===== config.mk =====
export PLATFORM = sky130hd
export DESIGN_NAME = ima_adpcm_encoder_top
export DESIGN_NICKNAME = d
export VERILOG_FILES = /design/src/rtl/core/imaenc_pkg.sv /design/src/rtl/core/imaenc_ram.sv /design/src/rtl/core/ima_adpcm_encoder_top.sv
export VERILOG_INCLUDE_DIRS = /design/src /design/src/rtl/core
export SDC_FILE = /design/constraint.sdc
export NUM_CORES = 1
export LEC_CHECK = 0
export BUFFER_PORTS_ARGS = -buffer_cell sky130_fd_sc_hd__buf_2
export CAP_MARGIN = 10
export CORE_MARGIN = 2
export CORE_UTILIZATION = 30
export DETAILED_ROUTE_END_ITERATION = 6
export PLACE_DENSITY = 0.5
export SLEW_MARGIN = 20
export SYNTH_ARGS = -nofsm -noshare
export SYNTH_HDL_FRONTEND = slang
export SYNTH_SLANG_ARGS = --single-unit

===== constraint.sdc =====
create_clock -name clock -period 41.3 [get_ports clock]
set_input_delay 12.39 -clock clock [delete_from_list [all_inputs] [get_ports clock]]
set_output_delay 12.39 -clock clock [all_outputs]
set_load 0.005 [all_outputs]

===== src/rtl/core/ima_adpcm_encoder_top_assert.svh =====
// Assertion macros for the IMA ADPCM encoder.
`ifndef IMA_ADPCM_ENCODER_TOP_ASSERT_SVH
`define IMA_ADPCM_ENCODER_TOP_ASSERT_SVH

// Same-cycle implication, checked outside reset.
`define IMAENC_ASSERT_NOW(lbl, ante, cons, msg) \
   lbl: assert property (@(posedge clock) disable iff (reset) (ante) |-> (cons)) \
      else $error(msg);

// Next-cycle implication, checked outside reset.
`define IMAENC_ASSERT_NEXT(lbl, ante, cons, msg) \
   lbl: assert property (@(posedge clock) disable iff (reset) (ante) |=> (cons)) \
      else $error(msg);

`endif


===== src/rtl/core/imaenc_pkg.sv =====
// Constants, tables and types shared by the IMA ADPCM encoder.
package imaenc_pkg;

   localparam int SAMPLE_W = 16;
   localparam int STEP_W   = 15;
   localparam int INDEX_W  = 7;
   localparam int CODE_W   = 4;
   localparam int BYTE_W   = 8;
   localparam int MAG_W    = SAMPLE_W + 1;
   localparam int NEXT_W   = SAMPLE_W + 2;
   localparam int ADJ_W    = 5;

   localparam logic [INDEX_W-1:0] INDEX_MAX = 7'd88;
   localparam int STEP_COUNT  = 89;
   localparam int STATE_DEPTH = 1;

   localparam logic signed [SAMPLE_W-1:0] PRED_MAX = 16'sh7FFF;
   localparam logic signed [SAMPLE_W-1:0] PRED_MIN = 16'sh8000;

   localparam logic [STEP_W-1:0] STEP_TABLE [STEP_COUNT] = '{
      15'd7,     15'd8,     15'd9,     15'd10,    15'd11,    15'd12,    15'd13,
      15'd14,    15'd16,    15'd17,    15'd19,    15'd21,    15'd23,    15'd25,
      15'd28,    15'd31,    15'd34,    15'd37,    15'd41,    15'd45,    15'd50,
      15'd55,    15'd60,    15'd66,    15'd73,    15'd80,    15'd88,    15'd97,
      15'd107,   15'd118,   15'd130,   15'd143,   15'd157,   15'd173,   15'd190,
      15'd209,   15'd230,   15'd253,   15'd279,   15'd307,   15'd337,   15'd371,
      15'd408,   15'd449,   15'd494,   15'd544,   15'd598,   15'd658,   15'd724,
      15'd796,   15'd876,   15'd963,   15'd1060,  15'd1166,  15'd1282,  15'd1411,
      15'd1552,  15'd1707,  15'd1878,  15'd2066,  15'd2272,  15'd2499,  15'd2749,
      15'd3024,  15'd3327,  15'd3660,  15'd4026,  15'd4428,  15'd4871,  15'd5358,
      15'd5894,  15'd6484,  15'd7132,  15'd7845,  15'd8630,  15'd9493,  15'd10442,
      15'd11487, 15'd12635, 15'd13899, 15'd15289, 15'd16818, 15'd18500, 15'd20350,
      15'd22385, 15'd24623, 15'd27086, 15'd29794, 15'd32767
   };

   typedef struct packed {
      logic signed [SAMPLE_W-1:0] predictor;
      logic [INDEX_W-1:0]         step_index;
      logic [CODE_W-1:0]          held_nibble;
      logic                       nibble_pending;
   } state_type;

   localparam int STATE_W = $bits(state_type);

   // Index adjust depends only on the magnitude bits of the code.
   function automatic logic signed [ADJ_W-1:0] index_adjust(input logic [CODE_W-2:0] mag);
      logic signed [ADJ_W-1:0] adj;
      case (mag)
         3'd4:    adj = 5'sd2;
         3'd5:    adj = 5'sd4;
         3'd6:    adj = 5'sd6;
         3'd7:    adj = 5'sd8;
         default: adj = -5'sd1;
      endcase
      return adj;
   endfunction

endpackage


===== src/rtl/core/imaenc_ram.sv =====
// Generic simple dual-port RAM (one write port, one read port) with registered read.
module imaenc_ram #(
   parameter int WIDTH = 8,
   parameter int DEPTH = 2,
   parameter int ADDR_W = (DEPTH > 1) ? $clog2(DEPTH) : 1
) (
   input  logic              clock,
   input  logic              wr_en,
   input  logic [ADDR_W-1:0] wr_addr,
   input  logic [WIDTH-1:0]  wr_data,
   input  logic              rd_en,
   input  logic [ADDR_W-1:0] rd_addr,
   output logic [WIDTH-1:0]  rd_data
);

   logic [WIDTH-1:0] mem_ff [DEPTH];
   logic [WIDTH-1:0] rd_data_ff;

   always_ff @(posedge clock) begin
      if (wr_en) begin
         mem_ff[wr_addr] <= wr_data;
      end
      if (rd_en) begin
         rd_data_ff <= mem_ff[rd_addr];
      end
   end

   assign rd_data = rd_data_ff;

endmodule


===== src/rtl/core/ima_adpcm_encoder_top.sv =====
// IMA ADPCM encoder: 16-bit PCM samples in, packed 4-bit codes out two per byte.
//
// Input channel (req_): one signed sample per word, with req_last marking the
// final sample of a block. Output channel (rsp_): one packed byte per two
// samples, earlier code in the low nibble; a block ending on an odd sample
// flushes a byte with a zero high nibble, and rsp_block_end flags the last byte.
// A word is taken on a rising edge with valid high and stall low.
//
// A new sample is taken only while the lookup stage is empty and any sample in
// the quantize stage moves on. The predictor/index/nibble state sits in a
// one-entry RAM; each sample reads it, looks up the step (registered), then
// quantizes and writes the state back, so the next sample can start its read in
// the write-back cycle and takes the new state by forwarding. An accepted sample
// passes the lookup and quantize registers before its byte reaches rsp_valid.
//
// Reset clears the pipeline and makes the state read as zero until written.
// A stalled byte holds in the output register; the encoder keeps taking samples
// until a finished byte waits in the quantize stage, then stalls req_.
module ima_adpcm_encoder_top
   import imaenc_pkg::*;
(
   input  logic                       clock,
   input  logic                       reset,
   input  logic                       req_valid,
   output logic                       req_stall,
   input  logic signed [SAMPLE_W-1:0] req_sample,
   input  logic                       req_last,
   output logic                       rsp_valid,
   input  logic                       rsp_stall,
   output logic [BYTE_W-1:0]          rsp_packed_byte,
   output logic                       rsp_block_end
);

   // Pipeline control
   logic b_valid_ff, b_valid_in;
   logic c_valid_ff, c_valid_in;
   logic out_valid_ff, out_valid_in;
   logic init_ff, init_in;
   logic rd_init_ff, rd_init_in;
   logic fwd_ff, fwd_in;

   // Payload
   logic signed [SAMPLE_W-1:0] b_sample_ff, c_sample_ff;
   logic                       b_last_ff, c_last_ff;
   state_type                  c_state_ff, wb_state_ff;
   logic [STEP_W-1:0]          c_step_ff;
   logic [BYTE_W-1:0]          out_byte_ff;
   logic                       out_end_ff;

   logic      accept;
   logic      c_emit;
   logic      c_go;
   state_type ram_q;
   state_type b_state;
   state_type c_next;
   logic [INDEX_W-1:0] b_index;

   logic signed [MAG_W-1:0]  diff;
   logic                     neg;
   logic [MAG_W-1:0]         mag0, mag1, mag2;
   logic [MAG_W-1:0]         step_x, half_x, qtr_x, delta;
   logic                     b2, b1, b0;
   logic signed [NEXT_W-1:0] pred_x, next_pred;
   logic signed [SAMPLE_W-1:0] pred_sat;
   logic [CODE_W-1:0]        code;
   logic signed [INDEX_W:0]  next_index;
   logic [INDEX_W-1:0]       index_sat;
   logic [BYTE_W-1:0]        c_byte;

   // ---------------- handshake ----------------
   assign c_emit    = c_state_ff.nibble_pending | c_last_ff;
   assign c_go      = c_valid_ff & (~c_emit | ~out_valid_ff | ~rsp_stall);
   // Take a sample only when its state read cannot miss a pending write-back.
   assign req_stall = b_valid_ff | (c_valid_ff & ~c_go);
   assign accept    = req_valid & ~req_stall;

   // ---------------- state memory ----------------
   imaenc_ram #(
      .WIDTH (STATE_W),
      .DEPTH (STATE_DEPTH)
   ) u_state_ram (
      .clock   (clock),
      .wr_en   (c_go),
      .wr_addr (1'b0),
      .wr_data (c_next),
      .rd_en   (accept),
      .rd_addr (1'b0),
      .rd_data (ram_q)
   );

   // ---------------- stage B: state select, step lookup ----------------
   always_comb begin
      if (fwd_ff) begin
         b_state = wb_state_ff;
      end else if (rd_init_ff) begin
         b_state = ram_q;
      end else begin
         b_state = '0;
      end
      b_index = (b_state.step_index > INDEX_MAX) ? INDEX_MAX : b_state.step_index;
   end

   // ---------------- stage C: quantize and update ----------------
   always_comb begin
      diff   = MAG_W'(c_sample_ff) - MAG_W'(c_state_ff.predictor);
      neg    = diff[MAG_W-1];
      mag0   = neg ? (~diff + 1'b1) : diff;
      step_x = MAG_W'(c_step_ff);
      half_x = MAG_W'(c_step_ff >> 1);
      qtr_x  = MAG_W'(c_step_ff >> 2);
      b2     = (mag0 >= step_x);
      mag1   = b2 ? (mag0 - step_x) : mag0;
      b1     = (mag1 >= half_x);
      mag2   = b1 ? (mag1 - half_x) : mag1;
      b0     = (mag2 >= qtr_x);
      delta  = MAG_W'(c_step_ff >> 3) + (b2 ? step_x : '0) + (b1 ? half_x : '0)
             + (b0 ? qtr_x : '0);
      code   = {neg, b2, b1, b0};

      pred_x    = NEXT_W'(c_state_ff.predictor);
      next_pred = neg ? (pred_x - $signed({1'b0, delta})) : (pred_x + $signed({1'b0, delta}));
      if (next_pred > NEXT_W'(PRED_MAX)) begin
         pred_sat = PRED_MAX;
      end else if (next_pred < NEXT_W'(PRED_MIN)) begin
         pred_sat = PRED_MIN;
      end else begin
         pred_sat = next_pred[SAMPLE_W-1:0];
      end

      next_index = $signed({1'b0, c_state_ff.step_index}) + (INDEX_W + 1)'(index_adjust(code[2:0]));
      if (next_index < 0) begin
         index_sat = '0;
      end else if (next_index > $signed({1'b0, INDEX_MAX})) begin
         index_sat = INDEX_MAX;
      end else begin
         index_sat = next_index[INDEX_W-1:0];
      end

      c_next.predictor  = pred_sat;
      c_next.step_index = index_sat;
      if (c_state_ff.nibble_pending) begin
         c_next.held_nibble    = '0;
         c_next.nibble_pending = 1'b0;
         c_byte                = {code, c_state_ff.held_nibble};
      end else if (c_last_ff) begin
         c_next.held_nibble    = c_state_ff.held_nibble;
         c_next.nibble_pending = 1'b0;
         c_byte                = {{CODE_W{1'b0}}, code};
      end else begin
         c_next.held_nibble    = code;
         c_next.nibble_pending = 1'b1;
         c_byte                = {{CODE_W{1'b0}}, code};
      end
   end

   // ---------------- control next values ----------------
   always_comb begin
      b_valid_in = accept;
      c_valid_in = b_valid_ff | (c_valid_ff & ~c_go);
      init_in    = init_ff | c_go;
      rd_init_in = accept ? init_ff : rd_init_ff;
      fwd_in     = accept ? c_go : fwd_ff;
      if (c_go & c_emit) begin
         out_valid_in = 1'b1;
      end else if (out_valid_ff & ~rsp_stall) begin
         out_valid_in = 1'b0;
      end else begin
         out_valid_in = out_valid_ff;
      end
   end

   always_ff @(posedge clock) begin
      if (reset) begin
         b_valid_ff   <= 1'b0;
         c_valid_ff   <= 1'b0;
         out_valid_ff <= 1'b0;
         init_ff      <= 1'b0;
         rd_init_ff   <= 1'b0;
         fwd_ff       <= 1'b0;
      end else begin
         b_valid_ff   <= b_valid_in;
         c_valid_ff   <= c_valid_in;
         out_valid_ff <= out_valid_in;
         init_ff      <= init_in;
         rd_init_ff   <= rd_init_in;
         fwd_ff       <= fwd_in;
      end
   end

   always_ff @(posedge clock) begin
      if (accept) begin
         b_sample_ff <= req_sample;
         b_last_ff   <= req_last;
      end
      if (b_valid_ff) begin
         c_sample_ff <= b_sample_ff;
         c_last_ff   <= b_last_ff;
         c_state_ff  <= {b_state.predictor, b_index, b_state.held_nibble,
                         b_state.nibble_pending};
         c_step_ff   <= STEP_TABLE[b_index];
      end
      if (c_go) begin
         wb_state_ff <= c_next;
      end
      if (c_go & c_emit) begin
         out_byte_ff <= c_byte;
         out_end_ff  <= c_last_ff;
      end
   end

   assign rsp_valid       = out_valid_ff;
   assign rsp_packed_byte = out_byte_ff;
   assign rsp_block_end   = out_end_ff;

   // ---------------- assertions ----------------
`include "ima_adpcm_encoder_top_assert.svh"

   `IMAENC_ASSERT_NOW(a_b_implies_c_empty, b_valid_ff, !c_valid_ff, "lookup stage overlaps quantize stage")
   `IMAENC_ASSERT_NEXT(a_accept_to_b, accept, b_valid_ff, "accepted word did not enter lookup stage")
   `IMAENC_ASSERT_NOW(a_index_range, c_valid_ff, c_state_ff.step_index <= INDEX_MAX, "step index above table end")
   `IMAENC_ASSERT_NEXT(a_wb_range, c_go, wb_state_ff.step_index <= INDEX_MAX, "written step index out of range")

endmodule

* After elaboration in Yosys (flattened, before gate mapping)
Memory sizes are Yosys's and may differ from the RTL's. A register that Yosys moved wholly into a read port is not among the register bits. Cells that the tools add are included. Widths: inputs -> output; s select.
Cells by class: equal/unequal tests 4, reduce and logical (&&, ||, !) cells 1, mux-type cells 22, bitwise logic cells 17, magnitude comparators 8, add/sub/neg operators 10
Operators with widths (number):
- $mux 28 | 2
- $mux 17 | 3
- $mux 16 | 2
- $mux 7 | 3
- $pmux 5 s4 | 1
- $add 16x18->18 | 1
- $gt 18x16->1 const B | 1
- $lt 18x16->1 const B | 1
- $mux 18 | 1
- $sub 16x18->18 | 1
- $add 16x14->17 | 1
- $add 17x1->17 const B | 1
- $add 17x13->17 | 1
- $ge 17x13->1 | 1
- $ge 17x14->1 | 1
- $ge 17x15->1 | 1
- $not 17->17 | 1
- $sub 16x16->17 | 1
- $sub 17x14->17 | 1
- $sub 17x15->17 | 1
- $add 12x15->16 | 1
- $mux 15 | 1
- $mux 14 | 1
- $mux 13 | 1
- other kinds (13) | 32
Storage, ports and cells: register bits 105, input bits 21, bits in writable memories 28, output and inout port bits 11, memory bits (read-only) 1920, memories 2
Memory list:
- (name not given) | words 128, bits a word 15, rd ports 1, clocked after memory_dff 1, write ports 0, line ima_adpcm_encoder_top.sv:200 | c_step_ff <= STEP_TABLE[b_index];
- u_state_ram.mem_ff | words 1, bits a word 28, rd ports 1, clocked after memory_dff 1, write ports 1, line imaenc_ram.sv:16 | logic [WIDTH-1:0] mem_ff [DEPTH];

* Depth between registers and ports, before layout
Gate-level depths: netlist (run 1).
word-level depth 16, depth in mapped cells 78, depth with buffers taken out 72

* Cells and area by module
From an unflattened synthesis (run 1), not the netlist that was laid out.
Unflattened totals: cells, all modules 1431, area total of the unflattened synthesis 13674.4 µm²
By module, submodules not included:
- ima_adpcm_encoder_top | cells each 1375, instances 1, area each 11992.8 µm², seq. area each 3543.4 µm²
- imaenc_ram | cells each 56, instances 1, area each 1681.6 µm², seq. area each 1681.6 µm²

* Worst setup path before layout (run 1)
OpenSTA, ideal clock, no wires.
path type input to output, from in rsp_stall, to out req_stall, stages on the path 4, data required time 28910 ps, path slack 16121 ps, data arrival time 12789 ps, path through nand2_1 nor2_1 a21oi_1 inv_1
Between the ends: cells in the longest elaborated chain, start to end 6
Ends and longest elaborated chain:
- start: declaration | line ima_adpcm_encoder_top.sv:29 | input logic rsp_stall,
- $not 1->1 | line ima_adpcm_encoder_top.sv:72 | assign c_go = c_valid_ff & (~c_emit | ~out_valid_ff | ~rsp_stall);
- $or 1x1->1 | line ima_adpcm_encoder_top.sv:72
- $and 1x1->1 | line ima_adpcm_encoder_top.sv:72
- $not 1->1 | line ima_adpcm_encoder_top.sv:74 | assign req_stall = b_valid_ff | (c_valid_ff & ~c_go);
- $and 1x1->1 | line ima_adpcm_encoder_top.sv:74
- $or 1x1->1 | line ima_adpcm_encoder_top.sv:74
- end: declaration | line ima_adpcm_encoder_top.sv:25 | output logic req_stall,
No other way between the ends.

* Worst setup path after layout (run 1)
Same ends and word-level chain as after synthesis.

==> summary.txt, run 1 <==
outcome - finished, final reports clean
first-pass GRT wire length - 58100 um
fill count - 4482
Final HPWL DP - 26800 um
post-synthesis sequential area ratio - 0.336
GRT overflow - 0
worst rel slew slack - 0.396
Final Cycle Share - 0.616
DR vias/cell - 5.37
cells after synthesis - 1443
dpl cells - 2014
max-slew violation count - 0
Max Cap Viol - 0
largest area contributor in the netlist - edfxtp_1
Fmax achieved - 39.3 MHz
vias in the first global route - 10500
Vias - 11000
Clock Sinks - 148
Worst Hold Class - reg -> reg
die height - 212 um
Crit-path slowest cell - a21oi_1
syn nets - 1608
CP top delay family - buffers and inverters
CP peak stage delay - 0.24 ns
Worst Clk Skew - 0.0168 ns
TritonCTS clock tree - yes
wire length after detailed routing - 36400 um
Starting Density - 0.303
Area Overhead vs Synth - 10.9%
CP most frequent cell - buf_2
CP cell instances - buf_2 > nand2_1 > nor2_1 > a21oi_1 > inv_1 > buf_2
M2 GR Usage - 0.258
RSZ-0062 raised after global routing - no
final RePlAce weighted congestion - 0.883
fin nets - 1613
initial antenna violation count - 1
Clock Tree Root - clkbuf_16
crit path DAT - 13.06 ns
final-report hold violation count - 0
diode count - 0
DR WL/cell - 17.8 um
count leader, synth - nor2_1
Synth Flop Type - edfxtp_1
cts repair resizes - 0
Synth Cell Area - 13000 sq um
grt met1 use - 0.238
die outline area - 45100 sq um
Async SR Flop Fraction - 0
min Tclk post-route - 25.45 ns
I/O Buffers - 31
gr busiest metal - met2
TritonCTS buffer count - 17
final non-filler cell total - 2046
synthesis-stage register bit count - 148
Worst setup EP type - output port
Tot GR Track Use - 0.165
drt pass-1 iters - 7
Bufs on Longest Clock Path - 2
Worst-path clk slew - 0.06 ns
Final TNS setup - 0 ns
worst skew pair latency - 0.43 ns
Post-synth EDFFs - 142
Chip Width - 212 um
worst endpoint required time - 28.91 ns
GRT met3 Usage - 0.0207
Final Setup Violations - 0
Area contributors post-synth - edfxtp_1, ha_1, a21oi_1, fa_1, nor2_1
WP buf/inv - 3
type of origin of the critical path - input port
core area - 43000 sq um
Routed Antenna Nets - 0
# Post-CTS Setup Buffers - 0
crit path kind - in -> out
Synth top cells by count - nor2_1, edfxtp_1, a21oi_1
Worst-Margin Slew - 0.907 ns
CTS Hold Bufs - 0
share of the synthesized area in the top cell type - 0.327
layout cells sized above 1 - 0.0787
DRC violations left - 0
drt first-iter violations - 805
synth warn - 0
largest net degree at the start of global routing - 61
CTS H-tree lvls - 4
Syn Area/Cell - 9.03 sq um
num ports - 32
FP Rows - 76
worst-path fanout max - 3
post-synth cell types - 75
-- state kept, by name, indices dropped and copies added (netlist names), 4 cells and up --
name,flops
rsp_packed_byte,8
c_sample_ff,16
wb_state_ff,24
c_step_ff,15
c_state_ff,28
b_sample_ff,16
u_state_ram.rd_data,28
u_state_ram.mem_ff,4
-- cell families (layout without fill, tap and decap cells) --
| group | count (synthesis) | count (layout) | share of synthesized area |
|---|---|---|---|
| AO/OA/AOI/OAI | 484 | 484 | 0.247 |
| multiplexers | 15 | 15 | 0.0124 |
| XOR/XNOR | 86 | 86 | 0.0578 |
| adder cells (fa/ha/maj) | 144 | 144 | 0.156 |
| AND/OR/NAND/NOR | 404 | 404 | 0.144 |
| flip-flops | 148 | 148 | 0.336 |
| buffers and inverters | 162 | 180 | 0.0470 |
-- path summary, 6_finish.rpt --
check / start / to / slack [ns] / depth (start not counted)
setup / recovery: rsp_stall / req_stall / 15.85 / 6
hold / removal: b_sample_ff[7]$_DFFE_PP_ / c_sample_ff[7]$_DFFE_PP_ / 0.41 / 0
setup reg to reg: c_state_ff[12]$_DFFE_PP_ / wb_state_ff[21]$_SDFFCE_PN1P_ / 23.33 / 72
hold reg to reg: b_sample_ff[7]$_DFFE_PP_ / c_sample_ff[7]$_DFFE_PP_ / 0.41 / 0
-- metrics by stage --
step / utilization / cell area (sq um) / hold slack, ns / setup WS, ns
2_1_floorplan: - / 13000 / 0.400 / 16.12
3_3_place_gp: 0.322 / 13800 / 0.404 / 15.86
3_5_place_dp: 0.322 / 13800 / 0.405 / 15.86
4_1_cts: 0.336 / 14500 / 0.409 / 15.85
5_1_grt: 0.336 / 14500 / 0.411 / 15.75
6_report: 0.336 / 14500 / 0.408 / 15.85
-- layout make-up --
type / instances / area, sq um / share of cell area
well taps: 585 / 732 / 0.0506
inverters: 98 / 368 / 0.0254
clock inverters: 13 / 199 / 0.0138
flip-flops and latches: 148 / 4390 / 0.303
repair buffers: 50 / 298 / 0.0206
clock buffers: 19 / 433 / 0.0299
multi-input cells: 1133 / 8040 / 0.556
-- layout by cell type, fill, tap and decap left out, types with 5 or more instances in the layout --
master	count
a22o_1	28
fa_1	30
o311ai_0	6
a31oi_1	15
or3_1	14
clkbuf_16	17
dfxtp_1	5
a22oi_1	8
xnor2_1	52
o21ai_0	94
o21bai_1	11
nand3_1	26
a211oi_1	17
o31ai_1	12
a21boi_0	9
xor2_1	34
mux2i_1	6
ha_1	114
nor4_1	12
nor3_1	26
o211ai_1	18
o21a_1	27
edfxtp_1	142
a21o_1	37
and2_1	12
mux2_2	9
nand4_1	10
nand2_1	96
and3_1	5
nor2_1	152
inv_1	94
buf_2	31
nor2b_1	15
a21oi_1	137
o221ai_1	8
nand2b_1	16
buf_4	19
-- per-layer routing --
metal / up-vias / share of wire / wire (um)
met5: - / 0.00036 / 13
met4: 2 / 0.019 / 690
met3: 46 / 0.043 / 1560
met2: 262 / 0.45 / 16200
met1: 5324 / 0.49 / 17900
li1: 5350 / - / -
Power of run 1 is not shown: default switching activity piles up to over one toggle a cycle in this logic, so the estimate is an artifact.
==> inputs of run 2 (changes only) <==
- clock period: 41.3 -> 24.2 ns (I/O delays scaled with it)
==> run 2 against run 1 <==
Against the previous run:
- utilization is 0.11 points lower
- final area decreased by 0.34%
- non-clock buffer count shrank 5
- die area unchanged
==> summary.txt, run 2 (same netlist as run 1, synthesis figures left out) <==
dpl cells - 2009 (was 2014)
Final Cycle Share - 0.741
CTS H-tree lvls - 4 (unchanged)
worst skew pair latency - 0.44 ns (was 0.43 ns)
DR WL/cell - 18.1 um (was 17.8 um)
GRT overflow - 0 (unchanged)
CP peak stage delay - 0.69 ns (was 0.24 ns)
hold_ws - 0.418 ns (was 0.408 ns)
Worst Clk Skew - 0.0190 ns (was 0.0168 ns)
Area Overhead vs Synth - 10.6% (was 10.9%)
grt met1 use - 0.246 (was 0.238)
crit path kind - reg -> reg (was in -> out)
most frequent cells in the layout - nor2_1, edfxtp_1, a21oi_1, ha_1, nand2_1 (unchanged)
fin nets - 1608 (was 1613)
min Tclk post-route - 17.93 ns
CP most frequent cell - ha_1 (was buf_2)
final core occ - 0.335 (was 0.336)
M2 GR Usage - 0.256 (was 0.258)
CTS Hold Bufs - 0 (unchanged)
die height - 212 um (unchanged)
Clock Tree Root - clkbuf_16 (unchanged)
Bufs on Longest Clock Path - 2 (unchanged)
max-slew violation count - 0 (unchanged)
Worst-path clk slew - 0.07 ns (was 0.06 ns)
DR vias/cell - 5.38 (was 5.37)
cts repair resizes - 0 (unchanged)
final-report hold violation count - 0 (unchanged)
FP Rows - 76 (unchanged)
core area - 43000 sq um (unchanged)
gr busiest metal - met2 (unchanged)
Crit-path slowest cell - clkinv_1 (was a21oi_1)
TritonCTS buffer count - 17 (unchanged)
Final TNS setup - 0 ns (unchanged)
GRT met3 Usage - 0.0183 (was 0.0207)
worst-path fanout max - 35 (was 3)
most common cell after layout, fill and taps aside - nor2_1 (unchanged)
layout cells sized above 1 - 0.0755 (was 0.0787)
Worst setup EP type - register (was output port)
Vias - 11000 (about the same)
die outline area - 45100 sq um (unchanged)
num ports - 32 (unchanged)
wire length after detailed routing - 36900 um (was 36400 um)
Starting Density - 0.303 (unchanged)
drt pass-1 iters - 7 (unchanged)
Clock Sinks - 148 (unchanged)
initial antenna violation count - 0 (was 1)
DRC violations left - 0 (unchanged)
type of origin of the critical path - register (was input port)
outcome - finished, final reports clean (unchanged)
I/O Buffers - 31 (unchanged)
Tot GR Track Use - 0.166 (was 0.165)
# Post-CTS Setup Buffers - 0 (unchanged)
diode count - 0 (unchanged)
final non-filler cell total - 2041 (was 2046)
RSZ-0062 raised after global routing - no (unchanged)
Chip Width - 212 um (unchanged)
final RePlAce weighted congestion - 0.874 (was 0.883)
Fmax achieved - 55.8 MHz
Worst Hold Class - reg -> reg (unchanged)
drt first-iter violations - 901 (was 805)
Max Cap Viol - 0 (unchanged)
Worst-Margin Slew - 1.01 ns (was 0.907 ns)
Routed Antenna Nets - 0 (unchanged)
TritonCTS clock tree - yes (unchanged)
Final Setup Violations - 0 (unchanged)
worst rel slew slack - 0.329 (was 0.396)
vias in the first global route - 10400 (was 10500)
worst endpoint required time - 24.39 ns (was 28.91 ns)
crit path DAT - 18.12 ns (was 13.06 ns)
largest net degree at the start of global routing - 61 (unchanged)
Final HPWL DP - 27800 um (was 26800 um)
first-pass GRT wire length - 58700 um (was 58100 um)
run 2: per-stage QoR:
step / area (sq um) / setup slack [ns]
after CTS: 14400 / 6.35
after floorplan: 13000 / 8.31
after detailed placement: 13800 / 6.44
after global placement: 13800 / 6.98
after global routing: 14400 / 4.87
final: 14400 / 6.27
run 2: layout make-up:
class,count,area (sq um)
fill,4457,28600
multi-input combinational,1133,8040
sequential,148,4390
tap,585,732
clock buffer,18,429
inverter,98,369
timing repair buffer,45,260
clock inverter,14,190
run 2: path summary, 6_finish.rpt:
path | from | end | slack [ns] | depth (start not counted)
max reg2reg | c_state_ff[12]$_DFFE_PP_ | wb_state_ff[21]$_SDFFCE_PN1P_ | 6.27 | 70
min reg2reg | b_sample_ff[14]$_DFFE_PP_ | c_sample_ff[14]$_DFFE_PP_ | 0.42 | 0
min | b_sample_ff[14]$_DFFE_PP_ | c_sample_ff[14]$_DFFE_PP_ | 0.42 | 0
max | c_state_ff[12]$_DFFE_PP_ | wb_state_ff[21]$_SDFFCE_PN1P_ | 6.27 | 70
run 2: critical path: cells and delay by family, from the launching register on:
family          cells  cell delay [ns]
fa+ha+maj           9             2.60
buf+inv             6             1.97
flops               1             0.41
compound gates     34             8.09
simple gates       18             4.13
xor+xnor            3             0.43
run 2: layer usage:
| layer | routed length [um] | share of wire | up-vias |
|---|---|---|---|
| met4 | 547 | 0.015 | 0 |
| met1 | 18600 | 0.50 | 5325 |
| met2 | 16300 | 0.44 | 278 |
| li1 | - | - | 5331 |
| met3 | 1480 | 0.040 | 46 |
| met5 | 0 | 0 | - |
Power of run 2 is left out for the same reason.
